===== src/rtl/ccif_pkg.sv =====
`timescale 1ns / 1ps
// ----------------------------------------------------------------------------
// ccif_pkg: shared types and constants of the configuration command framer
// Opcode values, status codes, the request descriptor passed from the
// front stage to the byte sequencer, and opcode decode functions.
// ----------------------------------------------------------------------------
package ccif_pkg;

  // Input item kinds (the op field).
  localparam logic ITEM_CMD  = 1'b0;
  localparam logic ITEM_DATA = 1'b1;

  // Result status codes.
  localparam logic [1:0] ST_OK    = 2'd0;
  localparam logic [1:0] ST_DROP  = 2'd1;
  localparam logic [1:0] ST_ABORT = 2'd2;

  // Descriptor kinds.
  localparam logic [1:0] JOB_DATA = 2'd0;
  localparam logic [1:0] JOB_DROP = 2'd1;
  localparam logic [1:0] JOB_CMD  = 2'd2;

  // Opcodes with special framing.
  localparam logic [7:0] OPC_ERASE_UFM  = 8'h26;
  localparam logic [7:0] OPC_REFRESH    = 8'h79;
  localparam logic [7:0] OPC_ENABLE     = 8'h74;
  localparam logic [7:0] OPC_ERASE      = 8'h0e;
  localparam logic [7:0] OPC_PROG_PAGE  = 8'h70;
  localparam logic [7:0] OPC_PROG_USER  = 8'hc2;
  localparam logic [7:0] OPC_PROG_FEAT  = 8'hb4;
  localparam logic [7:0] OPC_READ_ID    = 8'he0;
  localparam logic [7:0] OPC_READ_BUSY  = 8'hf0;
  localparam logic [7:0] OPC_READ_STAT  = 8'h3c;
  localparam logic [7:0] OPC_READ_USER  = 8'hc0;
  localparam logic [7:0] OPC_READ_TRACE = 8'h19;
  localparam logic [7:0] OPC_READ_PAGE  = 8'h73;

  // Fixed operand bits.
  localparam logic [7:0] OPR_ENABLE = 8'h08;
  localparam logic [7:0] OPR_ERASE  = 8'h04;
  localparam logic [7:0] OPR_PAGE   = 8'h01;

  localparam int unsigned SHORT_WRITE_BYTES = 4;

  typedef struct packed {
    logic [1:0] kind;
    logic [7:0] byte_val;   // data byte or opcode
    logic [6:0] waddr;      // device address captured with the request
    logic       aborted;    // command cut into a pending write
    logic       two_ops;
    logic       is_read;
    logic       is_write;
    logic [4:0] rd_cnt;
    logic [7:0] opr_first;
    logic [7:0] opr_final;
    logic       data_stop;
    logic [2:0] last_idx;   // index of the final result byte
  } job_t;

  function automatic logic is_two_ops(input logic [7:0] cmd);
    return (cmd == OPC_ERASE_UFM) || (cmd == OPC_REFRESH) || (cmd == OPC_ENABLE);
  endfunction

  function automatic logic is_read_cmd(input logic [7:0] cmd);
    return (cmd == OPC_READ_ID) || (cmd == OPC_READ_BUSY) || (cmd == OPC_READ_STAT) ||
           (cmd == OPC_READ_USER) || (cmd == OPC_READ_TRACE) || (cmd == OPC_READ_PAGE);
  endfunction

  function automatic logic is_write_cmd(input logic [7:0] cmd);
    return (cmd == OPC_PROG_PAGE) || (cmd == OPC_PROG_USER) || (cmd == OPC_PROG_FEAT);
  endfunction

  function automatic logic [4:0] read_len(input logic [7:0] cmd);
    logic [4:0] len;
    case (cmd)
      OPC_READ_ID:    len = 5'd4;
      OPC_READ_BUSY:  len = 5'd1;
      OPC_READ_STAT:  len = 5'd4;
      OPC_READ_USER:  len = 5'd4;
      OPC_READ_TRACE: len = 5'd4;
      OPC_READ_PAGE:  len = 5'd16;
      default:        len = 5'd0;
    endcase
    return len;
  endfunction

  function automatic logic [7:0] first_operand(input logic [7:0] cmd);
    logic [7:0] opr;
    case (cmd)
      OPC_ENABLE: opr = OPR_ENABLE;
      OPC_ERASE:  opr = OPR_ERASE;
      default:    opr = 8'h00;
    endcase
    return opr;
  endfunction

  function automatic logic [7:0] final_operand(input logic [7:0] cmd);
    return ((cmd == OPC_PROG_PAGE) || (cmd == OPC_READ_PAGE)) ? OPR_PAGE : 8'h00;
  endfunction

endpackage


===== src/rtl/ccif_front.sv =====
`timescale 1ns / 1ps
// ----------------------------------------------------------------------------
// ccif_front: request decode and descriptor register
// Accepts input items, tracks the count of write data bytes still expected,
// and holds one decoded descriptor for the byte sequencer.
// ----------------------------------------------------------------------------
module ccif_front #(
  parameter int unsigned PAGE_BYTES = 16
) (
  input  logic           clk,
  input  logic           rst_n,
  input  logic           in_valid,
  output logic           in_stall,
  input  logic           in_op,
  input  logic [7:0]     in_command,
  input  logic [7:0]     in_data_byte,
  input  logic [6:0]     device_address,
  input  logic           job_take,
  output logic           job_valid,
  output ccif_pkg::job_t job
);
  import ccif_pkg::*;

  localparam int unsigned PEND_MAX =
    (PAGE_BYTES > SHORT_WRITE_BYTES) ? PAGE_BYTES : SHORT_WRITE_BYTES;
  localparam int unsigned PW = $clog2(PEND_MAX + 1);

  logic [PW-1:0] pend_r, pend_nxt;
  logic          job_valid_r, job_valid_nxt;
  job_t          job_r, job_nxt;
  logic          accept;
  logic          rd;

  assign in_stall = job_valid_r && !job_take;
  assign accept   = in_valid && !in_stall;
  assign rd       = is_read_cmd(in_command);

  always_comb begin
    job_nxt  = job_r;
    pend_nxt = pend_r;
    if (accept) begin
      job_nxt       = '0;
      job_nxt.waddr = device_address;
      if (in_op == ITEM_DATA) begin
        if (pend_r == '0) begin
          job_nxt.kind = JOB_DROP;
        end else begin
          job_nxt.kind      = JOB_DATA;
          job_nxt.byte_val  = in_data_byte;
          job_nxt.data_stop = (pend_r == PW'(1));
          pend_nxt          = pend_r - PW'(1);
        end
      end else begin
        job_nxt.kind      = JOB_CMD;
        job_nxt.byte_val  = in_command;
        job_nxt.aborted   = (pend_r != '0);
        job_nxt.two_ops   = is_two_ops(in_command);
        job_nxt.is_read   = rd;
        job_nxt.is_write  = is_write_cmd(in_command);
        job_nxt.rd_cnt    = read_len(in_command);
        job_nxt.opr_first = first_operand(in_command);
        job_nxt.opr_final = final_operand(in_command);
        // Address, opcode, operands and an optional read address byte.
        if (is_two_ops(in_command)) begin
          job_nxt.last_idx = rd ? 3'd4 : 3'd3;
        end else begin
          job_nxt.last_idx = rd ? 3'd5 : 3'd4;
        end
        if (in_command == OPC_PROG_PAGE) begin
          pend_nxt = PW'(PAGE_BYTES);
        end else if (is_write_cmd(in_command)) begin
          pend_nxt = PW'(SHORT_WRITE_BYTES);
        end else begin
          pend_nxt = '0;
        end
      end
    end
  end

  always_comb begin
    job_valid_nxt = job_valid_r;
    if (accept) begin
      job_valid_nxt = 1'b1;
    end else if (job_take) begin
      job_valid_nxt = 1'b0;
    end
  end

  always_ff @(posedge clk) begin
    if (!rst_n) begin
      pend_r      <= '0;
      job_valid_r <= 1'b0;
    end else begin
      pend_r      <= pend_nxt;
      job_valid_r <= job_valid_nxt;
    end
  end

  always_ff @(posedge clk) begin
    job_r <= job_nxt;
  end

  assign job_valid = job_valid_r;
  assign job       = job_r;

endmodule


===== src/rtl/ccif_seq.sv =====
`timescale 1ns / 1ps
// ----------------------------------------------------------------------------
// ccif_seq: bus byte sequencer and result register
// Walks the held descriptor into the result register one bus byte per cycle
// while out_stall does not hold it, and releases the descriptor with its final byte.
// ----------------------------------------------------------------------------
module ccif_seq (
  input  logic           clk,
  input  logic           rst_n,
  input  logic           job_valid,
  input  ccif_pkg::job_t job,
  output logic           job_take,
  output logic           out_valid,
  input  logic           out_stall,
  output logic [7:0]     out_bus_byte,
  output logic           out_start_before,
  output logic           out_stop_after,
  output logic [4:0]     out_read_count,
  output logic [1:0]     out_status,
  output logic           out_last
);
  import ccif_pkg::*;

  logic [2:0] idx_r, idx_nxt;
  logic       out_valid_r, out_valid_nxt;
  logic [7:0] out_bus_byte_r, out_bus_byte_nxt;
  logic       out_start_before_r, out_start_before_nxt;
  logic       out_stop_after_r, out_stop_after_nxt;
  logic [4:0] out_read_count_r, out_read_count_nxt;
  logic [1:0] out_status_r, out_status_nxt;
  logic       out_last_r, out_last_nxt;
  logic       emit;
  logic [2:0] last_opr_idx;

  assign emit         = job_valid && (!out_valid_r || !out_stall);
  assign job_take     = emit && (idx_r == job.last_idx);
  assign last_opr_idx = job.two_ops ? 3'd3 : 3'd4;

  always_comb begin
    idx_nxt = idx_r;
    if (job_take) begin
      idx_nxt = 3'd0;
    end else if (emit) begin
      idx_nxt = idx_r + 3'd1;
    end
  end

  always_comb begin
    out_bus_byte_nxt     = 8'h00;
    out_start_before_nxt = 1'b0;
    out_stop_after_nxt   = 1'b0;
    out_read_count_nxt   = 5'd0;
    out_status_nxt       = ST_OK;
    out_last_nxt         = (idx_r == job.last_idx);
    case (job.kind)
      JOB_DATA: begin
        out_bus_byte_nxt   = job.byte_val;
        out_stop_after_nxt = job.data_stop;
      end
      JOB_DROP: begin
        out_status_nxt = ST_DROP;
      end
      JOB_CMD: begin
        out_status_nxt = job.aborted ? ST_ABORT : ST_OK;
        if (idx_r == 3'd0) begin
          out_bus_byte_nxt     = {job.waddr, 1'b0};
          out_start_before_nxt = 1'b1;
        end else if (idx_r == 3'd1) begin
          out_bus_byte_nxt = job.byte_val;
        end else if (idx_r <= last_opr_idx) begin
          if (idx_r == 3'd2) begin
            out_bus_byte_nxt = job.opr_first;
          end else if (idx_r == last_opr_idx) begin
            out_bus_byte_nxt = job.opr_final;
          end
          out_stop_after_nxt = (idx_r == last_opr_idx) && !job.is_read && !job.is_write;
        end else begin
          // Repeated start with the read address; the stop follows the read.
          out_bus_byte_nxt     = {job.waddr, 1'b1};
          out_start_before_nxt = 1'b1;
          out_stop_after_nxt   = 1'b1;
          out_read_count_nxt   = job.rd_cnt;
        end
      end
      default: begin
        out_status_nxt = ST_OK;
      end
    endcase
  end

  always_comb begin
    out_valid_nxt = out_valid_r && out_stall;
    if (emit) begin
      out_valid_nxt = 1'b1;
    end
  end

  always_ff @(posedge clk) begin
    if (!rst_n) begin
      idx_r       <= 3'd0;
      out_valid_r <= 1'b0;
    end else begin
      idx_r       <= idx_nxt;
      out_valid_r <= out_valid_nxt;
    end
  end

  always_ff @(posedge clk) begin
    if (emit) begin
      out_bus_byte_r     <= out_bus_byte_nxt;
      out_start_before_r <= out_start_before_nxt;
      out_stop_after_r   <= out_stop_after_nxt;
      out_read_count_r   <= out_read_count_nxt;
      out_status_r       <= out_status_nxt;
      out_last_r         <= out_last_nxt;
    end
  end

  assign out_valid        = out_valid_r;
  assign out_bus_byte     = out_bus_byte_r;
  assign out_start_before = out_start_before_r;
  assign out_stop_after   = out_stop_after_r;
  assign out_read_count   = out_read_count_r;
  assign out_status       = out_status_r;
  assign out_last         = out_last_r;

  a_idx_idle : assert property (@(posedge clk) disable iff (!rst_n)
    !job_valid |-> idx_r == 3'd0)
    else $error("byte index moved without a held request");

  a_idx_bound : assert property (@(posedge clk) disable iff (!rst_n)
    job_valid |-> idx_r <= job.last_idx)
    else $error("byte index ran past the final byte of the request");

  a_read_count : assert property (@(posedge clk) disable iff (!rst_n)
    out_valid_r && out_start_before_r && out_stop_after_r |-> out_read_count_r != 5'd0)
    else $error("read address byte carries no read count");

  a_drop_single : assert property (@(posedge clk) disable iff (!rst_n)
    out_valid_r && (out_status_r == ST_DROP) |-> out_last_r && !out_start_before_r)
    else $error("dropped data byte result is not a single final byte");

  a_take_emit : assert property (@(posedge clk) disable iff (!rst_n)
    job_take |=> out_valid_r && out_last_r)
    else $error("request released without its final byte in the result register");

endmodule


===== src/rtl/config_command_i2c_framer.sv =====
`timescale 1ns / 1ps
// ----------------------------------------------------------------------------
// config_command_i2c_framer: I2C byte framer for configuration commands
// Turns command and write data requests into bus bytes with start, stop
// and read count markers for a byte-level I2C master.
// ----------------------------------------------------------------------------
// Usage:
//   Input channel (in_valid / in_stall) carries one request: a command
//   opcode (in_op = 0) or a write data byte (in_op = 1). Result channel
//   (out_valid / out_stall) gives one bus byte per transfer; out_last marks
//   the final byte of each request.
//   A command request yields 4 to 6 bytes, a data request exactly one.
//   Bytes leave the sequencer one per cycle while out_stall allows, so a
//   command holds the input until its final byte leaves, and data requests
//   flow at one per cycle. The first result byte of a request passes the
//   descriptor register, then the result register.
//   While out_stall is high the result register holds, and one further
//   request is taken into the descriptor register before in_stall rises.
//   The cfg port writes the 7-bit device address; cfg_ready is always high.
//   Write it only while no request is in flight.
//   Synchronous reset sets the device address to 0x40, clears the count of
//   expected write data bytes and empties both registers.
// ----------------------------------------------------------------------------
module config_command_i2c_framer #(
  parameter int unsigned PAGE_BYTES = 16
) (
  input  logic       clk,
  input  logic       rst_n,
  input  logic       cfg_valid,
  output logic       cfg_ready,
  input  logic [6:0] cfg_device_address,
  input  logic       in_valid,
  output logic       in_stall,
  input  logic       in_op,
  input  logic [7:0] in_command,
  input  logic [7:0] in_data_byte,
  output logic       out_valid,
  input  logic       out_stall,
  output logic [7:0] out_bus_byte,
  output logic       out_start_before,
  output logic       out_stop_after,
  output logic [4:0] out_read_count,
  output logic [1:0] out_status,
  output logic       out_last
);
  import ccif_pkg::*;

  localparam logic [6:0] DEV_ADDR_RESET = 7'h40;

  logic [6:0] dev_addr_r, dev_addr_nxt;
  logic       job_valid;
  logic       job_take;
  job_t       job;

  assign cfg_ready    = 1'b1;
  assign dev_addr_nxt = (cfg_valid && cfg_ready) ? cfg_device_address : dev_addr_r;

  always_ff @(posedge clk) begin
    if (!rst_n) begin
      dev_addr_r <= DEV_ADDR_RESET;
    end else begin
      dev_addr_r <= dev_addr_nxt;
    end
  end

  ccif_front #(
    .PAGE_BYTES(PAGE_BYTES)
  ) u_front (
    .clk           (clk),
    .rst_n         (rst_n),
    .in_valid      (in_valid),
    .in_stall      (in_stall),
    .in_op         (in_op),
    .in_command    (in_command),
    .in_data_byte  (in_data_byte),
    .device_address(dev_addr_r),
    .job_take      (job_take),
    .job_valid     (job_valid),
    .job           (job)
  );

  ccif_seq u_seq (
    .clk             (clk),
    .rst_n           (rst_n),
    .job_valid       (job_valid),
    .job             (job),
    .job_take        (job_take),
    .out_valid       (out_valid),
    .out_stall       (out_stall),
    .out_bus_byte    (out_bus_byte),
    .out_start_before(out_start_before),
    .out_stop_after  (out_stop_after),
    .out_read_count  (out_read_count),
    .out_status      (out_status),
    .out_last        (out_last)
  );

endmodule


===== config.mk =====
export PLATFORM = sky130hd
export DESIGN_NAME = config_command_i2c_framer
export DESIGN_NICKNAME = d
export VERILOG_FILES = /design/src/rtl/ccif_pkg.sv /design/src/rtl/ccif_front.sv /design/src/rtl/ccif_seq.sv /design/src/rtl/config_command_i2c_framer.sv
export SDC_FILE = /design/constraint.sdc
export NUM_CORES = 1
export LEC_CHECK = 0
export BUFFER_PORTS_ARGS = -buffer_cell sky130_fd_sc_hd__buf_2
export CAP_MARGIN = 15
export CORE_MARGIN = 2
export CORE_UTILIZATION = 50
export DETAILED_ROUTE_END_ITERATION = 16
export PLACE_DENSITY = 0.73
export SLEW_MARGIN = 20
export SYNTH_ARGS = -nofsm -noshare
export SYNTH_HDL_FRONTEND = slang
export SYNTH_HIERARCHICAL = 1
export SYNTH_SLANG_ARGS = --single-unit
export TNS_END_PERCENT = 5

===== constraint.sdc =====
create_clock -name clk -period 2.5 [get_ports clk]
set_input_delay 0.125 -clock clk [delete_from_list [all_inputs] [get_ports clk]]
set_output_delay 0.125 -clock clk [all_outputs]
set_load 0.005 [all_outputs]

==> results of run 1 <==
## worst max path at each step
| stage | slack [ns] | to | startpoint |
|---|---|---|---|
| 4_1_cts | 0.30 | u_front/pend_r[1]$_SDFFE_PN0P_ | u_seq/idx_r[2]$_SDFFE_PP0P_ |
| 6_report | 0.30 | u_front/pend_r[1]$_SDFFE_PN0P_ | u_seq/idx_r[2]$_SDFFE_PP0P_ |
| 5_1_grt | 0.12 | u_front/pend_r[1]$_SDFFE_PN0P_ | u_seq/idx_r[2]$_SDFFE_PP0P_ |
| 2_1_floorplan | 0.12 | u_front/job[0]$_SDFFCE_PP0P_ | u_front/job_valid$_SDFFE_PN0P_ |
| 3_5_place_dp | 0.31 | u_front/pend_r[1]$_SDFFE_PN0P_ | u_seq/idx_r[2]$_SDFFE_PP0P_ |
| 3_3_place_gp | 0.27 | u_front/pend_r[2]$_SDFFE_PN0P_ | u_front/pend_r[0]$_SDFFE_PN0P_ |
## registers in the layout, summed over array words and instances (netlist names)
name / cells
u_seq/out_valid: 1
u_seq/out_bus_byte: 8
dev_addr_r: 7
u_seq/out_start_before: 1
u_seq/idx_r: 3
u_front/pend_r: 5
u_front/job: 31
u_seq/out_read_count: 5
u_seq/out_last: 1
u_seq/out_stop_after: 1
u_seq/out_status: 2
u_front/job_valid: 1
## kinds of logic after synthesis
kind of cell	after synthesis
AND/OR/NAND/NOR	112
flip-flops	66
AO/OA/AOI/OAI	60
buffers and inverters	47
adder cells (fa/ha/maj)	10
multiplexers	7
XOR/XNOR	6
other	2
## routing by layer
layer,part of all wire [%],up-vias,GRT usage (%)
met5,0,-,0
met4,1.8,0,7.81
met3,4.5,13,4.86
met2,48,73,29.6
met1,45,1148,26.0
li1,-,1214,-
## critical path, stage by stage, from the launching register on
cell and delay (ns):
sky130_fd_sc_hd__dfxtp_1 0.57, sky130_fd_sc_hd__xnor2_1 0.18, sky130_fd_sc_hd__and4_1 0.25, sky130_fd_sc_hd__nand2b_1 0.18
sky130_fd_sc_hd__inv_1 0.07, sky130_fd_sc_hd__a211oi_1 0.49, sky130_fd_sc_hd__o32ai_1 0.18, sky130_fd_sc_hd__and2_1 0.19
## layout by cell type, fill, tap and decap left out, types with 7 or more instances in the layout
cell and instances:
sky130_fd_sc_hd__o21ai_0 7, sky130_fd_sc_hd__nor4_1 7, sky130_fd_sc_hd__ha_1 10, sky130_fd_sc_hd__nand2b_1 8
sky130_fd_sc_hd__edfxtp_1 49, sky130_fd_sc_hd__nor3_1 7, sky130_fd_sc_hd__nor2b_1 8, sky130_fd_sc_hd__conb_1 16
sky130_fd_sc_hd__a21oi_1 7, sky130_fd_sc_hd__nand2_1 24, sky130_fd_sc_hd__mux2i_1 7, sky130_fd_sc_hd__buf_2 48
sky130_fd_sc_hd__a221o_1 7, sky130_fd_sc_hd__and2_1 9, sky130_fd_sc_hd__clkbuf_8 11, sky130_fd_sc_hd__nand3_1 10
sky130_fd_sc_hd__a211oi_1 7, sky130_fd_sc_hd__nor2_1 16, sky130_fd_sc_hd__inv_1 21, sky130_fd_sc_hd__dfxtp_1 17
## final cells by class
| type | count | area [um2] |
|---|---|---|
| clock inverters | 3 | 43.8 |
| well taps | 80 | 100 |
| fillers | 575 | 2800 |
| inverters | 21 | 78.8 |
| clock buffers | 13 | 180 |
| flip-flops and latches | 66 | 1810 |
| repair buffers | 51 | 275 |
| multi-input cells | 211 | 1430 |
## through the flow
stage	util (%)	setup slack, ns	cell area (um2)	hold WS [ns]	total power (W)
after global placement	54.9	0.274	3690	0.341	0.00165
after CTS	58.3	0.300	3920	0.000383	0.00263
after detailed placement	55.0	0.311	3690	0.356	0.00166
after global routing	58.3	0.120	3920	0.0167	0.00272
after floorplan	-	0.122	3490	0.187	0.00156
final	58.3	0.300	3920	0.00738	0.00261
## power by group through the flow
stage          registers [W]  clock network, W  logic [W]
3_3_place_gp         0.00132                 0   0.000332
6_report             0.00130          0.000969   0.000347
2_1_floorplan        0.00131                 0   0.000244
3_5_place_dp         0.00132                 0   0.000343
5_1_grt              0.00130           0.00103   0.000387
4_1_cts              0.00130          0.000991   0.000345
==> summary by stage, run 1 <==
Synth
The instance count of the mapped netlist is 310. The share of the synthesized netlist area taken by xor and xnor gates is approximately 1.5%. The synthesized netlist devotes 3.65% of its cell area to adder and majority cells. The dominant combinational cell family by area after synthesis is simple AND/OR/NAND/NOR gates. Ranked by instance count, the synthesized netlist is headed by sky130_fd_sc_hd__edfxtp_1 (49), sky130_fd_sc_hd__nand2_1 (24), sky130_fd_sc_hd__inv_1 (21).

The area share of and/or/nand/nor cells after synthesis is 18.4%. The share of flip-flops with an asynchronous set or reset after synthesis is 0%. The synthesized design devotes to its leading area cell type 42.9% of total area. The average instance in the mapped netlist occupies 11.1 um2. After synthesis the netlist holds a flip-flop and latch count of 66. The count of distinct cell types in the synthesized netlist is 61.

The synthesized netlist devotes 13.8% of its cell area to compound gates. The mapped cell area is 0.00343 mm2. The total number of yosys warnings is 6. The portion of synthesized area spent on multiplexers is 2.04%. Sequential cells were found to cover 52.8% of the synthesized design area. Yosys mapped a number of flops with a built-in enable equal to 49. Sorting the synthesized cells by area gives the leading types as sky130_fd_sc_hd__edfxtp_1 (43%), sky130_fd_sc_hd__dfxtp_1 (9.9%), sky130_fd_sc_hd__buf_4 (3.7%). The dominant register cell in the synthesized netlist is sky130_fd_sc_hd__edfxtp_1. In the post-synthesis netlist, the cell with the most instances is sky130_fd_sc_hd__edfxtp_1. Summed over all instances, the cell type with the most area after synthesis is sky130_fd_sc_hd__edfxtp_1.

Pwr
Sequential cells burn 49.7% of the power. The proportion of power drawn by the clock network is 37.1%. The combinational cell fraction of total power is 13.3%. The areal power density over the cells is 667 mW/mm2.

IR analysis of the VDD net gives a maximum drop of 0.296 mV. Summed over all cells, the static leakage comes to between 1.5 and 2 nW. The internal power of the cells totals 0.00198 W. In this run the power spent charging and discharging nets is 0.000633 W. In this run switching power makes up between 20% and 30% of total power.

Clocking
The maximum count of clock buffers along a single path is 2. After clock tree synthesis, the clock-pin slew on the worst setup and hold paths is around 0.07 ns. The number of buffers inserted by post-CTS setup repair is 0.

The number of CTS-inserted buffers is 9. At the later pin of the worst-skew pair, clock insertion delay measures around 0.34 ns. TritonCTS built the clock tree. The number of hold buffers added after CTS was 0. The post-cts gate resize count is 0. The maximum level of the CTS H-tree is 3. The root buffer selected by CTS is sky130_fd_sc_hd__clkbuf_8.

The clock sink count is 66.

Drt
The mean routed wirelength per cell is 15.2 um. The final routed wirelength across all metal layers is 6.76 mm. The violation count after the first detailed-route iteration is 96.

Using the TritonRoute via totals, the vias-per-cell ratio works out to approximately 5.5. The detailed-routing iteration count for the pre-antenna-repair pass is 5. After detailed routing, the number of remaining DRC violations is 0.

In this run the remaining antenna-violating nets after routing total 0. The total vias in the final route is roughly 2,400.

Final layout
The layout overhead on the synthesized area is 14.2%. The number of nets in the finished design is 399. The count of placed standard cells in the final layout, fillers left out is about 450. Cells with a size suffix above 1 make up 21.6% of the layout. The repair_antennas step left the layout with diodes totalling 0.

Global routing
The global-route usage over all layers is 19.2%. The first global-routing pass estimated 11.0 mm of wire. The pin count of the biggest net entering global routing is 33. The initial antenna violation count is 0. The residual overflow from global routing is 0. The via count of the first global-routing pass is around 2,300.

Floorplan
The starting density of the core is 51.1%. The die extent in x is 86.8 um. The die is 86.8 um tall. In this run the count of I/O pins placed on the die edge is 50. In this run the core area contains 30 standard-cell rows. The core area is around 0.0067 mm2. The floorplan step defined a die boundary enclosing 0.00754 mm2.

Placement
The congestion estimate from routability-driven global placement came to 0.914. After legalization and detailed placement, the total HPWL measured 4.88 mm. The number of placed cells counting well taps is 429. Port buffering added 48 buffers.

STA
The max-slew violation count is 0. Summed over all failing endpoints, the final setup total negative slack is 0 ns. For this run, the top clock speed supported by timing is 455 MHz. The number of hold-slack violations in the final timing report is 0.

The setup skew after layout is 0.00856 ns. Setup repair after global routing left no endpoint under its margin. The count of final setup violators is 0.

The share of the cycle needed by the critical path after routing is about nine tenths. For the pin with the worst max-slew slack, the measured transition is about 0.78 ns. In this run the tightest slew margin relative to its limit is 48.2%. The worst path in the final design needs a cycle of 2.20 ns, including I/O delays and setup.

Critical path
The launch point of the worst reg-to-reg path is u_seq/idx_r[2]$_SDFFE_PP0P_. The setup path with the least slack is of type reg2reg. Data on the critical path is required at its endpoint by 2.74 ns. The critical-path maximum fanout is 10. For the worst setup path, the data arrival time is 2.44 ns. The worst setup path is captured at a register. For the worst flop-to-flop path, the logic depth is 7. The slack of the worst reg-to-reg path is 0.30 ns. The worst setup path is launched from a register. In this run the critical register-to-register path is captured at u_front/pend_r[1]$_SDFFE_PN0P_.

Worst hold path
The count of cells along the worst hold path is 3. The path class of the tightest hold or removal check is in2reg. The endpoint with the worst hold slack is dev_addr_r[6]$_SDFFE_PN1P_.

In this run the most critical hold path is launched from cfg_device_address[6].

Flow run
The number of max-cap violations is 0.

Run status
The run finished with clean final reports.
No activity file was read; power rests on OpenSTA's default activity.
==> inputs of run 2 (changes only) <==
--- a/config.mk
+++ b/config.mk
@@ -6,14 +6,14 @@
 export NUM_CORES = 1
 export LEC_CHECK = 0
 export BUFFER_PORTS_ARGS = -buffer_cell sky130_fd_sc_hd__buf_2
-export CAP_MARGIN = 15
+export CAP_MARGIN = 10
 export CORE_MARGIN = 2
 export CORE_UTILIZATION = 50
 export DETAILED_ROUTE_END_ITERATION = 16
-export PLACE_DENSITY = 0.73
+export GPL_TIMING_DRIVEN = 0
+export PLACE_DENSITY = 0.74
 export SLEW_MARGIN = 20
 export SYNTH_ARGS = -nofsm -noshare
 export SYNTH_HDL_FRONTEND = slang
-export SYNTH_HIERARCHICAL = 1
 export SYNTH_SLANG_ARGS = --single-unit
 export TNS_END_PERCENT = 5
==> run 2 against run 1 <==
  * Register-to-register slack lost 0.03 ns
  * Sequential share of layout area rose by 2.9 points
  * Clock power shrank 25%
  * Non-clock buffer count increased by 6
  * Sequential power is 4% lower
  * Sequential cell count down 2
  * Critical path type unchanged
  * Largest power group unchanged
==> summary by stage, run 2 <==
Critical path
The critical-path maximum fanout is 8 (was 10). The start-to-end type of the worst setup path is reg2reg (unchanged). The slack of the worst reg-to-reg path is 0.27 ns (was 0.30 ns). The critical path data required time is 2.58 ns (was 2.74 ns).

The worst-case reg-to-reg path depth is 6 (was 7). The kind of end point of the critical path was a register (unchanged). The capturing element of the worst setup path is u_seq.out_bus_byte[3]$_DFFE_PP_ (was u_front/pend_r[1]$_SDFFE_PN0P_).

The launch point of the worst reg-to-reg path is u_seq.idx_r[1]$_SDFFE_PP0P_ (was u_seq/idx_r[2]$_SDFFE_PP0P_). The capturing point of the worst reg2reg path is u_seq.out_bus_byte[3]$_DFFE_PP_ (was u_front/pend_r[1]$_SDFFE_PN0P_). The kind of launch point of the worst setup path was a register (unchanged). The data arrival time of the critical path is 2.31 ns (was 2.44 ns). The first element of the critical path was u_seq.idx_r[1]$_SDFFE_PP0P_ (was u_seq/idx_r[2]$_SDFFE_PP0P_).

Clocking
The number of buffers inserted by post-CTS setup repair is 0 (unchanged). The post-cts gate resize count is 0 (unchanged). The clock sink count is 64 (was 66). The number of CTS-inserted buffers is 9 (unchanged).

The clock-pin slew reported for the worst setup and hold paths after clock tree synthesis is 0.07 ns (about the same). The maximum count of clock buffers along a single path came to 2 (unchanged). The CTS tree is built (unchanged). The count of hold buffers inserted by post-cts repair is 0 (unchanged).

The root buffer selected by CTS is sky130_fd_sc_hd__clkbuf_8 (unchanged). The clock latency on the worst-skew pair is 0.34 ns (about the same). The maximum level of the CTS H-tree is 3 (unchanged).

Drt
The final routed wirelength across all metal layers is 6.10 mm (was 6.76 mm). The violation count after the first detailed-route iteration is 158 (was 96). The post-route antenna net violation count is 0 (unchanged). The number of vias per cell is 5.39 (was 5.50).

The remaining routing DRC violations is 0 (unchanged). The mean routed wirelength per cell came to 15.0 um (was 15.2 um). The total vias in the final route was 2,187 (was 2,448). The detailed-routing iteration count for the pre-antenna-repair pass is 4 (was 5).

Floorplan
The total I/O pin count is 50 (unchanged). The core area is 0.00596 mm2 (was 0.00672 mm2). The vertical extent of the die is 82.8 um (was 86.8 um). The starting density of the core is 52.1% (was 51.1%). The die extent in x is 82.8 um (was 86.8 um). The area of the die is 0.00686 mm2 (was 0.00754 mm2). The count of standard-cell rows is 28 (was 30).

Synth
The cell type with the highest aggregate area in the netlist is sky130_fd_sc_hd__edfxtp_1 (unchanged). The top-area cell type share of the netlist area is 45.4% (was 42.9%). The register bit total from synthesis is 64 (was 66). The most numerous cell in the Yosys netlist was sky130_fd_sc_hd__edfxtp_1 (unchanged). Dominant cells by area after synthesis: sky130_fd_sc_hd__edfxtp_1 (45%), sky130_fd_sc_hd__dfxtp_1 (11%), sky130_fd_sc_hd__ha_1 (4.4%) (was sky130_fd_sc_hd__edfxtp_1 (43%), sky130_fd_sc_hd__dfxtp_1 (9.9%), sky130_fd_sc_hd__buf_4 (3.7%)). The mapped cell area is 0.00311 mm2 (was 0.00343 mm2). The instance count of the mapped netlist is 274 (was 310). The number of flops mapped to enable cells by yosys is 47 (was 49). The count of distinct cell types in the synthesized netlist was 45 (was 61).

The total number of yosys warnings is 0 (was 6). The dominant register cell in the synthesized netlist was sky130_fd_sc_hd__edfxtp_1 (unchanged). The average size of a mapped cell was 11.3 um2 (was 11.1 um2). The share of flip-flops with an asynchronous set or reset after synthesis was 0% (unchanged). Most frequent cells after synthesis: sky130_fd_sc_hd__edfxtp_1 (47), sky130_fd_sc_hd__nand2_1 (30), sky130_fd_sc_hd__nor2_1 (23) (was sky130_fd_sc_hd__edfxtp_1 (49), sky130_fd_sc_hd__nand2_1 (24), sky130_fd_sc_hd__inv_1 (21)). The sequential fraction of the synthesis area is 56.4% (was 52.8%).

Pwr
The worst IR drop on VDD came to 0.384 mV (was 0.296 mV). The areal power density over the cells is 633 mW/mm2 (was 667 mW/mm2). The total power draw is 0.00226 W (was 0.00261 W).

The leakage power of the design came to 1.43 nW (was 1.52 nW).

STA
The minimum clock period after layout came to 2.23 ns (was 2.20 ns). The setup skew after layout is 0.00501 ns (was 0.00856 ns). The number of hold-slack violations in the final timing report is 0 (unchanged). The worst-margin pin slew is 0.744 ns (was 0.775 ns). The worst relative slew slack is 50.3% (was 48.2%). The peak clock frequency supported by timing was 448 MHz (was 455 MHz).

The count of final setup violators is 0 (unchanged). The share of the cycle needed by the critical path after routing is 89.3% (was 88.0%). The max-slew violation count is 0 (unchanged). Setup repair after global routing missed its margin: false (unchanged). The final hold slack is 0.00550 ns (was 0.00738 ns).

The setup TNS after final layout is 0 ns (unchanged).

Final layout
The number of nets in the finished design was 367 (was 399). The final cell utilization of the core is 59.8% (was 58.3%). The share of layout cells above drive strength 1 came to 21.8% (was 21.6%). The number of antenna diodes is 0 (unchanged). The count of placed standard cells in the final layout, fillers left out is 406 (was 445).

The leading cell type in the layout, fill and taps excluded is sky130_fd_sc_hd__edfxtp_1 (unchanged). The number of flip-flops under the largest register name is 31 (unchanged). The layout overhead on the synthesized area is 14.7% (was 14.2%). Commonest non-fill, non-tap cells in the layout: sky130_fd_sc_hd__edfxtp_1 (47), sky130_fd_sc_hd__buf_2 (43), sky130_fd_sc_hd__nand2_1 (30) (was sky130_fd_sc_hd__edfxtp_1 (49), sky130_fd_sc_hd__buf_2 (48), sky130_fd_sc_hd__nand2_1 (24)).

Global routing
The global-route usage over all layers was 18.5% (was 19.2%). The layer with the highest usage is met2 (unchanged). The met3 global-route usage is 3.48% (was 4.86%). The residual overflow from global routing is 0 (unchanged). The global routing met1 resource utilization came to 24.0% (was 26.0%). The global routing met2 resource utilization is 30.2% (was 29.6%). The first-pass GRT wire length is 10.1 mm (was 11.0 mm).

The initial antenna violation count is 0 (unchanged). The via count of the first global-routing pass is 2,134 (was 2,329). The pin count of the biggest net entering global routing came to 34 (was 33).

Placement
The final RePlAce weighted congestion is 0.900 (was 0.914). The number of placed cells counting well taps is 391 (was 429). The HPWL reported at the end of detailed placement is 4.42 mm (was 4.88 mm). The total of buffers placed on input and output ports was 41 (was 48).

Worst hold path
The class of the tightest hold or removal check is in2reg (unchanged).

Run status
Status: finished clean (unchanged).

Flow run
The number of max-cap violations is 0 (unchanged).
-- run 2: kinds of logic (layout without fill, tap and decap cells) --
logic type      count (synthesis)  after routing  synth area share (%)
buf+inv                        32             88                  4.96
compound gates                 47             47                  11.5
other cells                     2              3                 0.242
mux                             8              8                  2.58
simple gates                  107            107                  18.3
fa+ha+maj                      11             11                  4.43
flops                          64             64                  56.4
xor+xnor                        3              3                  1.57
-- run 2: worst min-delay path by stage --
stage               depth (start not counted)                   from                              to
CTS                                         3  cfg_device_address[6]      dev_addr_r[6]$_SDFFE_PN1P_
finish                                      3  cfg_device_address[6]      dev_addr_r[6]$_SDFFE_PN1P_
global route                                3  cfg_device_address[6]      dev_addr_r[6]$_SDFFE_PN1P_
global placement                            3  cfg_device_address[6]      dev_addr_r[6]$_SDFFE_PN1P_
floorplan                                   2               in_valid  u_front.job_valid$_SDFFE_PN0P_
detailed placement                          3  cfg_device_address[6]      dev_addr_r[6]$_SDFFE_PN1P_
-- run 2: area by class of cell --
cell class,instances,area [um2]
fill,522,2390
sequential,64,1750
multi-input combinational,179,1200
timing repair buffer,41,205
clock buffer,11,131
buffer,16,93.8
tap,75,93.8
inverter,16,60.1
clock inverter,4,22.5
-- run 2: power by group --
part           total, W  leakage [nW]  internal [W]  switching (W)
Sequential      0.00125         0.599       0.00122      0.0000318
Clock          0.000722        0.0789      0.000349       0.000373
Combinational  0.000280         0.752      0.000116       0.000164
Total           0.00226          1.43       0.00169       0.000569
-- run 2: worst max-delay path, cell delays in order (launching register included) --
cell	delay [ns]
sky130_fd_sc_hd__dfxtp_1	0.48
sky130_fd_sc_hd__ha_1	0.30
sky130_fd_sc_hd__nor2b_1	0.13
sky130_fd_sc_hd__o21a_1	0.18
sky130_fd_sc_hd__o221ai_1	0.21
sky130_fd_sc_hd__a21oi_1	0.25
sky130_fd_sc_hd__a221o_1	0.42
-- run 2: routing by layer --
layer / vias to the layer above / share of wire (%)
li1: 1099 / -
met1: 1006 / 44
met2: 70 / 47
met3: 12 / 6.6
met4: 0 / 2.2
met5: - / 0
-- run 2: per-stage QoR --
| stage | cell area, um2 | setup WS [ns] |
|---|---|---|
| CTS | 3560 | 0.294 |
| floorplan | 3110 | 0.497 |
| global placement | 3410 | 0.167 |
| detailed placement | 3410 | 0.310 |
| finish | 3560 | 0.267 |
| global route | 3560 | 0.0319 |
